### src/sv/fpw_pkg.sv
// ----------------------------------------------------------------------------
// fpw_pkg
// Shared types, constants and helpers for the framebuffer pixel format writer.
// ----------------------------------------------------------------------------
package fpw_pkg;

  localparam int MAX_LINE_PIXELS = 4096;
  localparam int MAX_LINES       = 4096;
  localparam int OFFSET_BITS     = 28;

  localparam int FMT_W    = 3;
  localparam int LP_W     = 13;
  localparam int PAD_W    = 12;
  localparam int FL_W     = 13;
  localparam int CFG_W    = 13;
  localparam int CFG_IDX_W = 2;
  localparam int PIX_W    = 32;
  localparam int BYTES_W  = 3;

  localparam int COL_W = $clog2(MAX_LINE_PIXELS);
  localparam int ROW_W = $clog2(MAX_LINES);
  localparam int LCMP_W = (COL_W + 1 > LP_W) ? COL_W + 1 : LP_W;
  localparam int RCMP_W = (ROW_W + 1 > FL_W) ? ROW_W + 1 : FL_W;

  typedef enum logic [FMT_W-1:0] {
    FMT_XRGB32 = 3'd0,
    FMT_BGR24  = 3'd1,
    FMT_RGB565 = 3'd2,
    FMT_RGB555 = 3'd3,
    FMT_RGB332 = 3'd4
  } fmt_t;

  localparam logic [CFG_IDX_W-1:0] CFG_PIXEL_FORMAT = 2'd0;
  localparam logic [CFG_IDX_W-1:0] CFG_LINE_PIXELS  = 2'd1;
  localparam logic [CFG_IDX_W-1:0] CFG_LINE_PADDING = 2'd2;
  localparam logic [CFG_IDX_W-1:0] CFG_FRAME_LINES  = 2'd3;

  localparam logic [LP_W-1:0] LP_RESET = 13'd1024;
  localparam logic [FL_W-1:0] FL_RESET = 13'd768;

  typedef struct packed {
    logic [FMT_W-1:0] pixel_format;
    logic [LP_W-1:0]  line_pixels;
    logic [PAD_W-1:0] line_padding;
    logic [FL_W-1:0]  frame_lines;
  } cfg_t;

  typedef struct packed {
    logic [OFFSET_BITS-1:0] byte_offset;
    logic                   line_end;
    logic                   frame_end;
  } pos_t;

  // zero reads as one, oversize saturates
  function automatic logic [LP_W-1:0] clamp_count(input logic [LP_W-1:0] v, input int maxv);
    logic [LP_W-1:0] r;
    r = v;
    if (v == '0) begin
      r = LP_W'(1);
    end else if (int'(v) > maxv) begin
      r = LP_W'(maxv);
    end
    return r;
  endfunction

endpackage

### src/sv/fpw_cfg_regs.sv
// ----------------------------------------------------------------------------
// fpw_cfg_regs
// Configuration register file; line and frame sizes are stored clamped.
// ----------------------------------------------------------------------------
module fpw_cfg_regs (
  input  logic                          clk,
  input  logic                          rst_n,
  input  logic                          cfg_wr_en,
  input  logic [fpw_pkg::CFG_IDX_W-1:0] cfg_index,
  input  logic [fpw_pkg::CFG_W-1:0]     cfg_data,
  output fpw_pkg::cfg_t                 cfg
);
  import fpw_pkg::*;

  cfg_t cfg_r;
  cfg_t cfg_nxt;

  always_comb begin
    cfg_nxt = cfg_r;
    if (cfg_wr_en) begin
      case (cfg_index)
        CFG_PIXEL_FORMAT: cfg_nxt.pixel_format = cfg_data[FMT_W-1:0];
        CFG_LINE_PIXELS:  cfg_nxt.line_pixels  = clamp_count(cfg_data[LP_W-1:0], MAX_LINE_PIXELS);
        CFG_LINE_PADDING: cfg_nxt.line_padding = cfg_data[PAD_W-1:0];
        CFG_FRAME_LINES:  cfg_nxt.frame_lines  = clamp_count(cfg_data[FL_W-1:0], MAX_LINES);
        default: cfg_nxt = cfg_r;
      endcase
    end
  end

  always_ff @(posedge clk) begin
    if (!rst_n) begin
      cfg_r.pixel_format <= FMT_XRGB32;
      cfg_r.line_pixels  <= clamp_count(LP_RESET, MAX_LINE_PIXELS);
      cfg_r.line_padding <= '0;
      cfg_r.frame_lines  <= clamp_count(FL_RESET, MAX_LINES);
    end else begin
      cfg_r <= cfg_nxt;
    end
  end

  assign cfg = cfg_r;

endmodule

### src/sv/fpw_convert.sv
// ----------------------------------------------------------------------------
// fpw_convert
// XRGB8888 to selected framebuffer format, with byte count.
// ----------------------------------------------------------------------------
module fpw_convert (
  input  logic [fpw_pkg::FMT_W-1:0]   pixel_format,
  input  logic [fpw_pkg::PIX_W-1:0]   pixel,
  output logic [fpw_pkg::PIX_W-1:0]   write_data,
  output logic [fpw_pkg::BYTES_W-1:0] byte_count
);
  import fpw_pkg::*;

  always_comb begin
    case (pixel_format)
      FMT_BGR24: begin
        write_data = {8'd0, pixel[23:0]};
        byte_count = 3'd3;
      end
      FMT_RGB565: begin
        write_data = {16'd0, pixel[23:19], pixel[15:10], pixel[7:3]};
        byte_count = 3'd2;
      end
      FMT_RGB555: begin
        write_data = {17'd0, pixel[23:19], pixel[15:11], pixel[7:3]};
        byte_count = 3'd2;
      end
      FMT_RGB332: begin
        write_data = {24'd0, pixel[23:21], pixel[15:13], pixel[7:6]};
        byte_count = 3'd1;
      end
      default: begin
        write_data = pixel;
        byte_count = 3'd4;
      end
    endcase
  end

endmodule

### src/sv/fpw_addr_gen.sv
// ----------------------------------------------------------------------------
// fpw_addr_gen
// Column, row and byte offset counters with line padding and frame wrap.
// ----------------------------------------------------------------------------
module fpw_addr_gen (
  input  logic                        clk,
  input  logic                        rst_n,
  input  fpw_pkg::cfg_t               cfg,
  input  logic                        advance,
  input  logic [fpw_pkg::BYTES_W-1:0] byte_count,
  output fpw_pkg::pos_t               pos
);
  import fpw_pkg::*;

  logic [COL_W-1:0]       col_r, col_nxt;
  logic [ROW_W-1:0]       row_r, row_nxt;
  logic [OFFSET_BITS-1:0] ofs_r, ofs_nxt;
  logic                   lend;
  logic                   fend;

  assign lend = (LCMP_W'(col_r) + LCMP_W'(1)) >= LCMP_W'(cfg.line_pixels);
  assign fend = lend && ((RCMP_W'(row_r) + RCMP_W'(1)) >= RCMP_W'(cfg.frame_lines));

  always_comb begin
    col_nxt = col_r;
    row_nxt = row_r;
    ofs_nxt = ofs_r;
    if (advance) begin
      if (fend) begin
        col_nxt = '0;
        row_nxt = '0;
        ofs_nxt = '0;
      end else if (lend) begin
        col_nxt = '0;
        row_nxt = row_r + ROW_W'(1);
        ofs_nxt = ofs_r + OFFSET_BITS'(byte_count) + OFFSET_BITS'(cfg.line_padding);
      end else begin
        col_nxt = col_r + COL_W'(1);
        ofs_nxt = ofs_r + OFFSET_BITS'(byte_count);
      end
    end
  end

  always_ff @(posedge clk) begin
    if (!rst_n) begin
      col_r <= '0;
      row_r <= '0;
      ofs_r <= '0;
    end else begin
      col_r <= col_nxt;
      row_r <= row_nxt;
      ofs_r <= ofs_nxt;
    end
  end

  assign pos.byte_offset = ofs_r;
  assign pos.line_end    = lend;
  assign pos.frame_end   = fend;

  a_frame_wrap: assert property (@(posedge clk) disable iff (!rst_n)
    (advance && fend) |=> (ofs_r == '0 && col_r == '0 && row_r == '0))
    else $error("counters did not wrap after frame end");

  a_col_step: assert property (@(posedge clk) disable iff (!rst_n)
    (advance && !lend) |=> (col_r == $past(col_r) + COL_W'(1) && row_r == $past(row_r)))
    else $error("column did not step inside line");

  a_line_step: assert property (@(posedge clk) disable iff (!rst_n)
    (advance && lend && !fend) |=> (col_r == '0 && row_r == $past(row_r) + ROW_W'(1)))
    else $error("row did not step at line end");

endmodule

### src/sv/framebuffer_pixel_format_writer.sv
// ----------------------------------------------------------------------------
// framebuffer_pixel_format_writer
// Converts XRGB8888 pixels into framebuffer writes with offset tracking.
// ----------------------------------------------------------------------------
// Pipeline: input register, then result register, from input transaction to
//   result valid.
// Throughput: one pixel per cycle while out_stall is low; the counters step per pixel.
// Reset (rst_n low, synchronous): pipeline empties, counters clear, config
//   returns to 32bpp, 1024 pixels per line, no padding, 768 lines.
module framebuffer_pixel_format_writer (
  input  logic                            clk,
  input  logic                            rst_n,
  input  logic                            cfg_wr_en,
  input  logic [fpw_pkg::CFG_IDX_W-1:0]   cfg_index,
  input  logic [fpw_pkg::CFG_W-1:0]       cfg_data,
  input  logic                            in_valid,
  output logic                            in_stall,
  input  logic [fpw_pkg::PIX_W-1:0]       in_pixel,
  output logic                            out_valid,
  input  logic                            out_stall,
  output logic [fpw_pkg::OFFSET_BITS-1:0] out_byte_offset,
  output logic [fpw_pkg::PIX_W-1:0]       out_write_data,
  output logic [fpw_pkg::BYTES_W-1:0]     out_byte_count,
  output logic                            out_line_end,
  output logic                            out_frame_end
);
  import fpw_pkg::*;

  cfg_t                 cfg;
  pos_t                 pos;
  logic                 s1_valid_r, s1_valid_nxt;
  logic [PIX_W-1:0]     s1_pixel_r;
  logic                 out_valid_r, out_valid_nxt;
  logic [OFFSET_BITS-1:0] ofs_r;
  logic [PIX_W-1:0]     data_r;
  logic [BYTES_W-1:0]   bytes_r;
  logic                 lend_r;
  logic                 fend_r;
  logic [PIX_W-1:0]     conv_data;
  logic [BYTES_W-1:0]   conv_bytes;
  logic                 out_load;
  logic                 s1_move;
  logic                 in_take;

  fpw_cfg_regs u_cfg (
    .clk       (clk),
    .rst_n     (rst_n),
    .cfg_wr_en (cfg_wr_en),
    .cfg_index (cfg_index),
    .cfg_data  (cfg_data),
    .cfg       (cfg)
  );

  fpw_convert u_conv (
    .pixel_format (cfg.pixel_format),
    .pixel        (s1_pixel_r),
    .write_data   (conv_data),
    .byte_count   (conv_bytes)
  );

  fpw_addr_gen u_addr (
    .clk        (clk),
    .rst_n      (rst_n),
    .cfg        (cfg),
    .advance    (s1_move),
    .byte_count (conv_bytes),
    .pos        (pos)
  );

  assign out_load = !out_valid_r || !out_stall;
  assign s1_move  = s1_valid_r && out_load;
  assign in_stall = s1_valid_r && !out_load;
  assign in_take  = in_valid && !in_stall;

  always_comb begin
    s1_valid_nxt = s1_valid_r;
    if (in_take) begin
      s1_valid_nxt = 1'b1;
    end else if (s1_move) begin
      s1_valid_nxt = 1'b0;
    end
    out_valid_nxt = out_valid_r;
    if (out_load) begin
      out_valid_nxt = s1_valid_r;
    end
  end

  always_ff @(posedge clk) begin
    if (!rst_n) begin
      s1_valid_r  <= 1'b0;
      out_valid_r <= 1'b0;
    end else begin
      s1_valid_r  <= s1_valid_nxt;
      out_valid_r <= out_valid_nxt;
    end
  end

  always_ff @(posedge clk) begin
    if (in_take) begin
      s1_pixel_r <= in_pixel;
    end
    if (s1_move) begin
      ofs_r   <= pos.byte_offset;
      data_r  <= conv_data;
      bytes_r <= conv_bytes;
      lend_r  <= pos.line_end;
      fend_r  <= pos.frame_end;
    end
  end

  assign out_valid       = out_valid_r;
  assign out_byte_offset = ofs_r;
  assign out_write_data  = data_r;
  assign out_byte_count  = bytes_r;
  assign out_line_end    = lend_r;
  assign out_frame_end   = fend_r;

endmodule
### config.mk
export PLATFORM = sky130hd
export DESIGN_NAME = framebuffer_pixel_format_writer
export DESIGN_NICKNAME = d
export VERILOG_FILES = /design/src/sv/fpw_pkg.sv /design/src/sv/fpw_cfg_regs.sv /design/src/sv/fpw_convert.sv /design/src/sv/fpw_addr_gen.sv /design/src/sv/framebuffer_pixel_format_writer.sv
export SDC_FILE = /design/constraint.sdc
export NUM_CORES = 1
export LEC_CHECK = 0
export BUFFER_PORTS_ARGS = -buffer_cell sky130_fd_sc_hd__buf_4
export CORE_UTILIZATION = 30
export CTS_CLUSTER_DIAMETER = 200
export DETAILED_ROUTE_END_ITERATION = 8
export MAX_ROUTING_LAYER = met4
export SYNTH_ARGS = -nofsm -noshare
export SYNTH_HDL_FRONTEND = slang
export SYNTH_SLANG_ARGS = --single-unit
### constraint.sdc
create_clock -name clk -period 11.4 [get_ports clk]
set_input_delay 2.28 -clock clk [delete_from_list [all_inputs] [get_ports clk]]
set_output_delay 2.28 -clock clk [all_outputs]
set_load 0.005 [all_outputs]
# After elaboration in Yosys (flattened, before gate mapping)

Cells that the tools add are included.

$add $sub $neg: 6
Magnitude comparators: 3
Equal/unequal tests: 7
Multiplexer cells: 12
Reduce and logical (&&, ||, !) cells: 19

Operators by type and width:

| kind                                                                   | count |
|---|---|
| 32-bit one-hot mux with 4 select lines                                 | 1 |
| 28-bit 2-to-1 mux                                                      | 2 |
| 12-bit 2-to-1 mux                                                      | 4 |
| 28-bit by 12-bit adder with 28-bit output                              | 1 |
| 28-bit by 3-bit adder with 28-bit output                               | 1 |
| 12-bit by 1-bit adder with 13-bit output (second input constant)       | 2 |
| 13-bit greater-or-equal comparator                                     | 2 |
| 13-bit 2-to-1 mux                                                      | 2 |
| 12-bit by 1-bit adder with 12-bit output (second input constant)       | 2 |
| 13-bit greater-than comparator (second input constant)                 | 1 |
| 13-bit zero test                                                       | 1 |
| 2-bit AND reduction                                                    | 5 |
| 3-bit one-hot mux with 3 select lines                                  | 1 |
| 3-bit by 2-bit equality test with 1-bit output (second input constant) | 2 |
| 2-bit equality test (second input constant)                            | 2 |
| 1-bit logical AND                                                      | 4 |
| 1-bit zero test                                                        | 4 |
| 2-bit nonzero test                                                     | 2 |
| 3-bit by 1-bit equality test with 1-bit output (second input constant) | 1 |
| 3-bit equality test (second input constant)                            | 1 |
| 2-bit by 1-bit equality test with 1-bit output (second input constant) | 1 |
| 2-bit zero test                                                        | 1 |
| 1-bit 2-to-1 mux                                                       | 2 |
| 2-bit OR reduction                                                     | 1 |
| 1-bit logical OR                                                       | 1 |

Bits in registers: 192
Bits of input ports: 52
Output and inout port bits: 67
Word-level logic and storage cells: 62

# Depth between registers and ports, before layout

Gate-level depths: netlist of the first run.

Depth in word-level cells: 7
Mapped depth: 19
Gate-level depth less buffers: 17

# Hierarchy

From an unflattened synthesis of the first run, not the netlist that was laid out.

Cells, all modules: 1,007
Area, all modules: 9,997.1 sq um

Modules (own cells, without submodules):

| module                          | times used | cells an instance | area each (sq um) | sequential area each (sq um) |
|---|---|---|---|---|
| fpw_addr_gen                    | 1          | 631               | 4,725.8           | 1,041.0 |
| framebuffer_pixel_format_writer | 1          | 105               | 2,996.6           | 2,952.8 |
| fpw_cfg_regs                    | 1          | 176               | 1,631.6           | 820.8 |
| fpw_convert                     | 1          | 95                | 643.1             | 0.0 |

# Worst setup path after synthesis of the first run

No wires, ideal clock.

Path type: input to register
Start: in out_stall
End: reg u_addr.ofs_r[10]
Setup time: 95 ps
Data arrival time: 5,244 ps
Data required time: 11,305 ps
Path slack: 6,061 ps
Stages on the path: 7
Buffers on the path: 2
Cells stage by stage: nand2_1 -> nand2_1 -> clkinv_1 -> clkbuf_1 -> clkbuf_1 -> o21ai_0 -> a21oi_1

Word-level cells in the longest chain between the ends: 3

RTL lines:

| what                   | line                                  | source |
|---|---|---|
| start: declaration     | framebuffer_pixel_format_writer.sv:20 | `input logic out_stall,` |
| 1-bit zero test        | framebuffer_pixel_format_writer.sv:70 | `assign out_load = !out_valid_r \|\| !out_stall;` |
| 1-bit logical OR       | framebuffer_pixel_format_writer.sv:70 |  |
| 1-bit logical AND      | framebuffer_pixel_format_writer.sv:71 | `assign s1_move = s1_valid_r && out_load;` |
| named net s1_move      | framebuffer_pixel_format_writer.sv:42 | `logic s1_move;` |
| end signal: assignment | fpw_addr_gen.sv:52                    | `ofs_r <= ofs_nxt;` |
| end: declaration       | fpw_addr_gen.sv:17                    | `logic [OFFSET_BITS-1:0] ofs_r, ofs_nxt;` |

The timed path passes the listed nets, and every way through them passes these cells.
A chain may end at the register's enable or synchronous reset.

# Final worst setup path of the first run

Start: reg, netlist name u_cfg.cfg[39]
End: reg u_addr.ofs_r[22]

Word-level cells in the longest chain between the ends: 7
Elaborated cells between the ends (all ways): 10
Those cells by class: add/sub: 2; eq/ne: 4; mux: 3; reduce/logical: 1

RTL lines:

| what                                           | line                                   | source |
|---|---|---|
| 3-bit by 2-bit equality test with 1-bit output | fpw_convert.sv:14                      | `case (pixel_format)` |
| 2-bit OR reduction (no source line)            | n/a                                    |  |
| 3-bit one-hot mux with 3 select lines (*)      | fpw_convert.sv:14                      |  |
| named net conv_bytes[2]                        | framebuffer_pixel_format_writer.sv:40  | `logic [BYTES_W-1:0] conv_bytes;` |
| 28-bit by 3-bit adder with 28-bit output (*)   | fpw_addr_gen.sv:36, fpw_addr_gen.sv:39 |  |
| 28-bit by 12-bit adder with 28-bit output      | fpw_addr_gen.sv:36                     | `ofs_nxt = ofs_r + OFFSET_BITS'(byte_count) + OFFSET_BITS'(cfg.line_padding);` |
| 28-bit 2-to-1 mux (*)                          | fpw_addr_gen.sv:33                     | `end else if (lend) begin` |
| 28-bit 2-to-1 mux (*)                          | fpw_addr_gen.sv:29                     | `if (fend) begin` |

Mark *: on every way through the listed nets, which the timed path passes. The rest lies on a longest branch.

==> results of run 1 <==
-- power groups by stage --
stage                     logic, mW  registers, mW  clock network (mW)
after floorplan              0.0822          0.781                   0
after global placement        0.139          0.786                   0
after detailed placement      0.141          0.786                   0
after CTS                     0.142          0.770               0.636
after global routing          0.156          0.774               0.662
final                         0.141          0.770               0.620
-- worst max-delay path: stages, from the launching register on --
cell,delay (ns)
dfxtp_1,0.97
nor2_1,0.42
xnor2_1,0.78
inv_1,0.14
ha_1,0.49
nor2_1,0.11
or3_1,0.39
nor2_1,0.15
xor2_1,0.27
ha_1,0.31
a21o_1,0.21
a21o_1,0.18
a221oi_1,0.64
nor4_2,0.17
a31o_1,0.27
a211o_1,0.28
o311ai_1,0.07
-- per-layer routing --
metal  part of all wire [%]  up-vias
li1                       -     3958
met1                     49     3744
met2                     45      170
met3                    3.9       21
met4                    1.4        0
met5                      0        -
-- stage by stage --
step	utilization (%)	hold WS [ns]	total power [mW]	cells
3_3_place_gp	34.64	0.4579	0.9245	1562
3_5_place_dp	34.64	0.4600	0.9276	1562
6_report	36.55	0.4686	1.531	1594
2_1_floorplan	-	0.4029	0.8635	1045
4_1_cts	36.55	0.4735	1.548	1594
5_1_grt	36.55	0.4915	1.591	1594
-- path summary, 6_finish.rpt --
path                               startpoint          endpoint  slack, ns  depth (start not counted)
worst max register to register  u_cfg.cfg[39]  u_addr.ofs_r[22]       5.43                         16
worst min register to register  u_cfg.cfg[36]     u_cfg.cfg[36]       0.47                          2
worst max-delay path            u_cfg.cfg[39]  u_addr.ofs_r[22]       5.43                         16
worst min-delay path            u_cfg.cfg[36]     u_cfg.cfg[36]       0.47                          2
-- final cells by class --
cell class / instances / share of cell area, %
multi-input cells: 759 / 40.75
clock buffers: 17 / 3.550
repair buffers: 125 / 7.831
well taps: 442 / 4.615
inverters: 44 / 1.389
flip-flops and latches: 192 / 40.18
clock inverters: 15 / 1.681
-- logic make-up after synthesis --
group / Yosys count / share of synthesized area (%)
AND/OR/NAND/NOR: 394 / 20.03
AO/OA/AOI/OAI: 255 / 16.62
flip-flops: 192 / 47.80
buffers and inverters: 94 / 3.826
XOR/XNOR: 49 / 4.260
adder cells (fa/ha/maj): 47 / 5.987
multiplexers: 14 / 1.478
-- synthesized netlist by cell type (9+ instances only) --
cell | count | area, um^2
and2_1 | 11 | 68.82
o211ai_1 | 10 | 75.07
inv_1 | 43 | 161.4
nor2_1 | 37 | 138.9
edfxtp_1 | 97 | 2913
xnor2_1 | 27 | 236.5
nand3_1 | 35 | 175.2
a21boi_0 | 46 | 345.3
clkbuf_1 | 35 | 131.4
a21oi_1 | 49 | 245.2
or3_1 | 10 | 62.56
nor3_1 | 20 | 100.1
dfxtp_1 | 95 | 1902
nor2b_1 | 43 | 269.0
o21ai_0 | 62 | 310.3
ha_1 | 45 | 563.0
o22ai_1 | 9 | 56.30
a31oi_1 | 15 | 93.84
nand2_1 | 154 | 578.1
xor2_1 | 22 | 192.7
nand4_1 | 15 | 93.84
nand3b_1 | 11 | 82.58
and3_1 | 19 | 118.9
-- sequential cells by signal, summed over array words and instances (netlist names) --
name / flops
u_cfg.cfg: 41
out_write_data: 32
s1_pixel_r: 32
out_byte_offset: 28
u_addr.ofs_r: 28
u_addr.col_r: 12
u_addr.row_r: 12
out_byte_count: 3
out_frame_end: 1
out_line_end: 1
out_valid: 1
s1_valid_r: 1
==> results by group, run 1 <==
Global route
  • Busiest grt layer: met2
  • Gr usage total: between 10 and 15%
  • Met1 Use GR: 19.99%
  • Vias in the first global route: about 7500
  • Met3 Track Usage GR: under 10%
  • Global route overflow: 0
  • Initial antenna violation count: 0
  • First-pass GRT wire length: 38740 um
  • Largest net degree at the start of global routing: 84
  • Met2 usage: between 20% and 30%

CTS
  • Setup Buffers After CTS: 0
  • CTS Buf Count: 17
  • Clk_lat worst skew: between 0.4 and 0.5 ns
  • Sinks on Clock Net: 192
  • H-tree lvl count: 4
  • CTS clk-pin slew, worst paths: 0.08 ns
  • Maximum clock path buffer count: 2
  • Cts repair resizes: 0
  • Hold Buf Count CTS: 0
  • CTS root buf: clkbuf_16
  • TritonCTS clock tree: done

STA
  • Setup ws final: 5.433 ns
  • Final-report setup violation count: 0
  • Fin crit period: between 5 and 6 ns
  • Hold Fails Final Rpt: 0
  • Max Fclk: 167.6 MHz
  • RSZ-0062 raised after global routing: false
  • Period utilization: a little over half
  • Rel. slew slack: a little under a quarter
  • Worst slew pin tran: about 1.2 ns
  • Final setup TNS: 0 ns
  • Post-Route Skew: approximately 0.015 ns
  • Max-slew violations: 0

Power and ir drop
  • Cell Pwr Density: between 100 and 150 nW/um^2
  • P_leak: about 4.4 nW
  • Clock share of power: approximately two fifths
  • Cell-internal power: 1.118 mW
  • Switching Power: a little over 0.4 mW
  • Switching Fraction: 27.00%
  • Comb pwr share: under 10%
  • Reg power frac: between 50% and 60%
  • Peak VDD IR: about 0.10 mV

Setup path
  • Startpoint Class: register
  • Worst-path fanout max: 32
  • CP endpoint kind: register
  • Crit path DAT: about 6.3 ns
  • Critical path class: register to register
  • Worst endpoint required time: 11.74 ns

Drt
  • DR pass1 iterations: 5
  • Post-Route WL: 24130 um
  • Total number of vias: slightly below 8000
  • Detail Route Antenna Nets: 0
  • DRC: 0
  • Via density: between 4 and 5
  • Post-detailed-route wirelength per cell: approximately 15 um
  • DRT iter0 DRCs: 605

Yosys
  • Synth Flop Type: edfxtp_1
  • Average instance area after synthesis: just under 10 um^2
  • Ys Warns: 0
  • Post-synth EDFFs: 97
  • Post-Synthesis Cell Area: 10070 um^2
  • Mapped Nets: around 1100
  • Post-synthesis sequential area ratio: ~48%
  • Async S/R FF share, synth: 0%
  • Yosys reg bits: between 150 and 200
  • Cells after synthesis: around 1000
  • Post-synth cell types: around 70

Place
  • IO buf count: between 100 and 150
  • Final HPWL DP: 17170 um
  • Final RePlAce weighted congestion: ~0.9
  • Dpl ws: approximately 5.5 ns
  • DP Area: between 10000 and 15000 um^2

Final layout
  • Fraction of layout cells with a size suffix above 1: between 10% and 20%
  • Fillers: 3330
  • Multi-input logic area: between 4000 and 5000 um^2
  • Register area: ~4800 um^2
  • Area Growth Syn to Fin: 18.95%
  • Commonest non-fill, non-tap cell in the layout: nand2_1
  • # diodes: 0
  • Nets: roughly 1200
  • Most frequent cells in the layout: nand2_1, buf_4, edfxtp_1
  • Fin area: about 12000 um^2

Floorplan
  • Core box area: about 33000 um^2
  • Starting Density: just over 30%
  • Die W: 185.2 um
  • Total die area: about 34000 um^2
  • Die span in y: around 190 um
  • Num rows: between 60 and 70
  • I/O pin count: between 100 and 150

Job
  • Maximum Capacitance Violations: 0

Hold path
  • Worst hold-check path type: register to register

Run status
  • Status: complete, no violations
Note: power is estimated with default switching activity, not from simulation.
==> run 2, diff against run 1 <==
==> constraint.sdc (replaced) <==
create_clock -name clk -period 5.64 [get_ports clk]
set_input_delay 1.128 -clock clk [delete_from_list [all_inputs] [get_ports clk]]
set_output_delay 1.128 -clock clk [all_outputs]
set_load 0.005 [all_outputs]
==> results by group, run 2 (synthesized netlist as in run 1, its figures left out) <==
Place
  • Dpl ws: 0.6531 ns (-4.833 ns)
  • Final HPWL DP: 17380 um (+1.2%)
  • IO buf count: 118 (unchanged)
  • Final RePlAce weighted congestion: 0.8507 (-2.9%)

Hold path
  • Worst hold-check path type: register to register
  • Hold Path Depth: 2 (unchanged)
  • Hold wc startpoint: u_cfg.cfg[11]
  • WHS Endpoint: u_cfg.cfg[11]

Global route
  • Vias in the first global route: 7471 (-0.12%)
  • Initial antenna violation count: 0 (unchanged)
  • Largest net degree at the start of global routing: 84 (unchanged)
  • Gr usage total: 15.12% (+0.35 points)
  • Global route overflow: 0 (unchanged)
  • First-pass GRT wire length: 39450 um (+1.8%)

Setup path
  • Startpoint Class: register
  • FF-to-FF path depth: 17 (+1)
  • Worst flop-to-flop path endpoint: u_addr.ofs_r[22]
  • CP endpoint kind: register
  • Worst endpoint required time: 6.00 ns (-5.74 ns)
  • Critical path class: register to register
  • R2r setup slk: 0.63 ns (-4.80 ns)
  • Worst-path fanout max: 11 (-66%)
  • Crit path DAT: 5.37 ns (-0.94 ns)
  • Reg-to-Reg Start: u_cfg.cfg[38]

Floorplan
  • Starting Density: 30.73% (unchanged)
  • Die W: 185.2 um (unchanged)
  • Die span in y: 185.2 um (unchanged)
  • Total die area: 34320 um^2 (unchanged)
  • Core box area: 32780 um^2 (unchanged)
  • I/O pin count: 119 (unchanged)
  • Num rows: 66 (unchanged)

STA
  • RSZ-0062 raised after global routing: false
  • Max-slew violations: 0 (unchanged)
  • Post-Route Skew: 0.02177 ns (+0.006502 ns)
  • Final setup TNS: 0 ns (unchanged)
  • Hold Fails Final Rpt: 0 (unchanged)
  • Worst slew pin tran: 1.107 ns (-0.05071 ns)
  • Max Fclk: 199.6 MHz (+19%)
  • Final-report setup violation count: 0 (unchanged)
  • Fin crit period: 5.011 ns (-0.9555 ns)
  • Period utilization: 88.85% (+37 points)
  • Setup ws final: 0.6288 ns (-4.805 ns)
  • Rel. slew slack: 26.23% (+3.4 points)

Power and ir drop
  • Peak VDD IR: 0.2069 mV (+98%)
  • P_leak: 4.449 nW (+0.88%)
  • Cell-internal power: 2.275 mW (+100%)
  • Tot Pwr: 3.139 mW (+110%)
  • Switching Power: 0.8641 mW (+110%)
  • Cell Pwr Density: 260.6 nW/um^2 (+100%)
  • Clock share of power: 41.4% (+0.9 points)
  • Reg power frac: 49.4% (-0.9 points)
  • Switching Fraction: 27.53% (+0.53 points)
  • Comb pwr share: 9.2% (about the same)

Drt
  • DRC: 0 (unchanged)
  • DRT iter0 DRCs: 541 (-11%)
  • Post-detailed-route wirelength per cell: 15.26 um (+0.81%)
  • DR pass1 iterations: 5 (unchanged)
  • Via density: 4.939 (-0.26%)
  • Total number of vias: 7902 (+0.11%)
  • Detail Route Antenna Nets: 0 (unchanged)
  • Post-Route WL: 24410 um (+1.2%)

CTS
  • TritonCTS clock tree: done
  • Hold Buf Count CTS: 0 (unchanged)
  • Clk_lat worst skew: 0.45 ns (about the same)
  • CTS Buf Count: 17 (unchanged)
  • Cts repair resizes: 0 (unchanged)
  • CTS root buf: clkbuf_16
  • CTS clk-pin slew, worst paths: 0.08 ns (about the same)
  • Sinks on Clock Net: 192 (unchanged)
  • Maximum clock path buffer count: 2 (unchanged)
  • H-tree lvl count: 4 (unchanged)
  • Setup Buffers After CTS: 0 (unchanged)

Final layout
  • Area Growth Syn to Fin: 19.56%
  • Largest register FFs: 41 (unchanged)
  • Nets: 1244 (+0.48%)
  • Fraction of layout cells with a size suffix above 1: 16.58% (+0.43 points)
  • Register area: 4815 um^2 (unchanged)
  • Multi-input logic area: 4883 um^2 (unchanged)
  • Commonest non-fill, non-tap cell in the layout: nand2_1
  • Fillers: 3325 (-0.15%)
  • # diodes: 0 (unchanged)
  • Most frequent cells in the layout: nand2_1, buf_4, edfxtp_1

Job
  • Maximum Capacitance Violations: 0 (unchanged)

Run status
  • Status: complete, no violations
## run 2: final cells by class
type | instances | share of cell area, %
multi-input combinational | 759 | 40.55
sequential | 192 | 39.97
timing repair buffer | 131 | 8.165
tap | 442 | 4.592
clock buffer | 17 | 3.532
clock inverter | 15 | 1.808
inverter | 44 | 1.382
## run 2: critical path, cell delays in order (launching register included)
cell	delay, ns
dfxtp_1	0.34
nor2_1	0.05
buf_4	0.17
xnor2_1	0.65
inv_1	0.15
ha_1	0.51
nor2_1	0.11
or3_1	0.39
nor2_1	0.15
xor2_1	0.25
ha_1	0.30
a21o_1	0.21
a21o_1	0.17
a221oi_1	0.65
nor4_2	0.18
a31o_1	0.28
a211o_1	0.29
o311ai_1	0.08
## run 2: through the flow
step	hold slack, ns	std cells	utilization, %	cell area [um^2]
finish	0.4706	1600	36.74	12040
global route	0.4951	1600	36.74	12040
CTS	0.4729	1600	36.74	12040
detailed placement	0.4601	1568	34.78	11400
global placement	0.4585	1568	34.78	11400
floorplan	0.4029	1045	-	10070
## run 2: layer usage
metal	global-route usage [%]	wire length [um]	up-vias	part of all wire (%)
li1	-	-	3985	-
met1	20.29	11930	3725	49
met2	23.36	11160	168	46
met3	2.694	1043	24	4.3
met4	3.934	274	0	1.1
met5	-	0	-	0
## run 2: how the worst max path moves through the flow
stage / cells past startpoint / from / to
2_1_floorplan: 18 / u_cfg.cfg[38] / u_addr.ofs_r[22]
3_3_place_gp: 17 / u_cfg.cfg[38] / u_addr.ofs_r[22]
3_5_place_dp: 17 / u_cfg.cfg[38] / u_addr.ofs_r[22]
4_1_cts: 17 / u_cfg.cfg[38] / u_addr.ofs_r[22]
5_1_grt: 17 / u_cfg.cfg[39] / u_addr.ofs_r[22]
6_report: 17 / u_cfg.cfg[38] / u_addr.ofs_r[22]
## run 2: power groups by stage
stage               Clock, mW  Combinational, mW  Sequential (mW)
finish                   1.30              0.290             1.55
global route             1.38              0.324             1.56
CTS                      1.33              0.294             1.55
detailed placement          0              0.293             1.58
global placement            0              0.289             1.58
floorplan                   0              0.166             1.58
==> run 3, diff against run 2 <==
--- a/config.mk
+++ b/config.mk
@@ -9,6 +9,7 @@
 export CORE_UTILIZATION = 30
 export CTS_CLUSTER_DIAMETER = 200
 export DETAILED_ROUTE_END_ITERATION = 8
+export GPL_TIMING_DRIVEN = 0
 export MAX_ROUTING_LAYER = met4
 export SYNTH_ARGS = -nofsm -noshare
 export SYNTH_HDL_FRONTEND = slang
==> results by group, run 3 (synthesized netlist as in run 1, its figures left out) <==
Setup path
  • Critical path class: register to register
  • Worst endpoint required time: 6.00 ns (about the same)
  • Crit path DAT: 5.69 ns (+0.32 ns)
  • Startpoint Class: register
  • CP endpoint kind: register
  • Reg-to-Reg Start: u_cfg.cfg[38]
  • CP startpoint: u_cfg.cfg[38]
  • Worst-path fanout max: 10 (-1)
  • R2r setup slk: 0.31 ns (-0.31 ns)

Power and ir drop
  • Switching Power: 0.8618 mW (-0.27%)
  • Cell Pwr Density: 259.6 nW/um^2 (-0.39%)
  • Clock share of power: 41.4% (about the same)
  • P_leak: 4.523 nW (+1.6%)
  • Peak VDD IR: 0.2267 mV (+9.5%)
  • Switching Fraction: 27.19% (-0.34 points)
  • Reg power frac: 48.9% (-0.5 points)
  • Comb pwr share: 9.7% (+0.5 points)
  • Cell-internal power: 2.308 mW (+1.5%)

STA
  • Max Fclk: 187.8 MHz (-5.9%)
  • Period utilization: 94.43% (+5.6 points)
  • Worst Hold Slack: 0.4283 ns (-0.04227 ns)
  • Max-slew violations: 0 (unchanged)
  • RSZ-0062 raised after global routing: false
  • Setup ws final: 0.3141 ns (-0.3147 ns)
  • Final setup TNS: 0 ns (unchanged)
  • Final-report setup violation count: 0 (unchanged)
  • Hold Fails Final Rpt: 0 (unchanged)
  • Fin crit period: 5.326 ns (+0.3147 ns)
  • Post-Route Skew: 0.01667 ns (-0.005099 ns)
  • Rel. slew slack: 7.844% (-18 points)
  • Worst slew pin tran: 1.361 ns (+0.2543 ns)

Final layout
  • Largest register FFs: 41 (unchanged)
  • Fillers: 3297 (-0.84%)
  • Utilization after layout: 37.25% (+0.51 points)
  • # diodes: 0 (unchanged)
  • Nets: 1282 (+3.1%)
  • Most frequent cells in the layout: nand2_1, buf_4, edfxtp_1
  • Commonest non-fill, non-tap cell in the layout: nand2_1
  • Fraction of layout cells with a size suffix above 1: 16.30% (-0.28 points)
  • Fin area: 12210 um^2 (+1.4%)
  • Area Growth Syn to Fin: 21.22%

Global route
  • First-pass GRT wire length: 42170 um (+6.9%)
  • Gr usage total: 16.43% (+1.3 points)
  • Global route overflow: 0 (unchanged)
  • Largest net degree at the start of global routing: 56 (-33%)
  • Initial antenna violation count: 0 (unchanged)
  • Vias in the first global route: 7849 (+5.1%)

CTS
  • TritonCTS clock tree: done
  • CTS clk-pin slew, worst paths: 0.09 ns (about the same)
  • Clk_lat worst skew: 0.45 ns (about the same)
  • H-tree lvl count: 4 (unchanged)
  • CTS root buf: clkbuf_16
  • Setup Buffers After CTS: 0 (unchanged)
  • Maximum clock path buffer count: 2 (unchanged)
  • CTS Buf Count: 17 (unchanged)
  • Sinks on Clock Net: 192 (unchanged)

Place
  • Dpl ws: -0.05396 ns (-0.7070 ns)
  • IO buf count: 118 (unchanged)
  • Final HPWL DP: 19580 um (+13%)
  • Final RePlAce weighted congestion: 0.9086 (+6.8%)
  • DP Area: 11550 um^2 (+1.3%)

Hold path
  • Hold wc startpoint: u_addr.ofs_r[15]
  • Worst hold-check path type: register to register

Drt
  • Detail Route Antenna Nets: 0 (unchanged)
  • DRT iter0 DRCs: 685 (+27%)
  • Via density: 4.987 (+0.98%)
  • Total number of vias: 8169 (+3.4%)
  • Post-Route WL: 26350 um (+7.9%)
  • Post-detailed-route wirelength per cell: 16.09 um (+5.4%)
  • DRC: 0 (unchanged)
  • DR pass1 iterations: 5 (unchanged)

Floorplan
  • Total die area: 34320 um^2 (unchanged)
  • Die span in y: 185.2 um (unchanged)
  • Num rows: 66 (unchanged)
  • I/O pin count: 119 (unchanged)
  • Die W: 185.2 um (unchanged)
  • Starting Density: 30.73% (unchanged)
  • Core box area: 32780 um^2 (unchanged)

Run status
  • Status: complete, no violations

Job
  • Maximum Capacitance Violations: 0 (unchanged)
run 3: timing repair:
action	4_1_cts	5_1_grt
hold buffers	0	0
gates cloned	0	0
resized for setup	2	5
endpoints found under the setup margin	1	4
run 3: worst paths after layout:
path | end | cells past startpoint
setup / recovery | u_addr.ofs_r[22] | 18
hold / removal | out_byte_offset[15] | 0
setup reg to reg | u_addr.ofs_r[22] | 18
hold reg to reg | out_byte_offset[15] | 0
run 3: power by group through the flow:
stage / clock, mW / sequential (mW) / combinational (mW)
2_1_floorplan: 0 / 1.58 / 0.166
3_3_place_gp: 0 / 1.59 / 0.299
6_report: 1.31 / 1.55 / 0.307
5_1_grt: 1.39 / 1.56 / 0.340
3_5_place_dp: 0 / 1.58 / 0.307
4_1_cts: 1.34 / 1.55 / 0.309
run 3: layout make-up:
class	instances	area, um^2	area share, %
plain buffers	50	227.7	1.865
clock buffers	17	425.4	3.484
clock inverters	15	216.5	1.773
inverters	44	165.2	1.353
multi-input cells	759	4895	40.09
flip-flops and latches	192	4815	39.43
well taps	442	553.0	4.529
repair buffers	119	913.4	7.480
run 3: metrics by stage:
| step | power, mW | std cells |
|---|---|---|
| 3_5_place_dp | 1.890 | 1606 |
| 3_3_place_gp | 1.885 | 1605 |
| 2_1_floorplan | 1.745 | 1045 |
| 4_1_cts | 3.199 | 1638 |
| 5_1_grt | 3.288 | 1638 |
| 6_report | 3.170 | 1638 |
run 3: routing by layer:
| layer | vias to the layer above | GRT usage, % | part of all wire, % |
|---|---|---|---|
| li1 | 4053 | - | - |
| met2 | 231 | 24.73 | 45 |
| met5 | - | - | 0 |
| met3 | 40 | 3.067 | 5.2 |
| met4 | 0 | 5.950 | 2.2 |
| met1 | 3845 | 21.85 | 48 |
run 3: critical path: stages, from the launching register on:
cell and delay, ns:
dfxtp_1 0.31, clkbuf_1 0.34, nor2_1 0.16, clkbuf_2 0.24
nor2_1 0.29, ha_1 0.31, a21o_1 0.21, a21oi_1 0.43
buf_2 0.37, nor2_1 0.09, xor2_1 0.27, ha_1 0.33
a32oi_1 0.31, a32oi_1 0.26, a221oi_2 0.53, nor4_2 0.16
a31o_1 0.27, a211o_1 0.29, o311ai_1 0.07
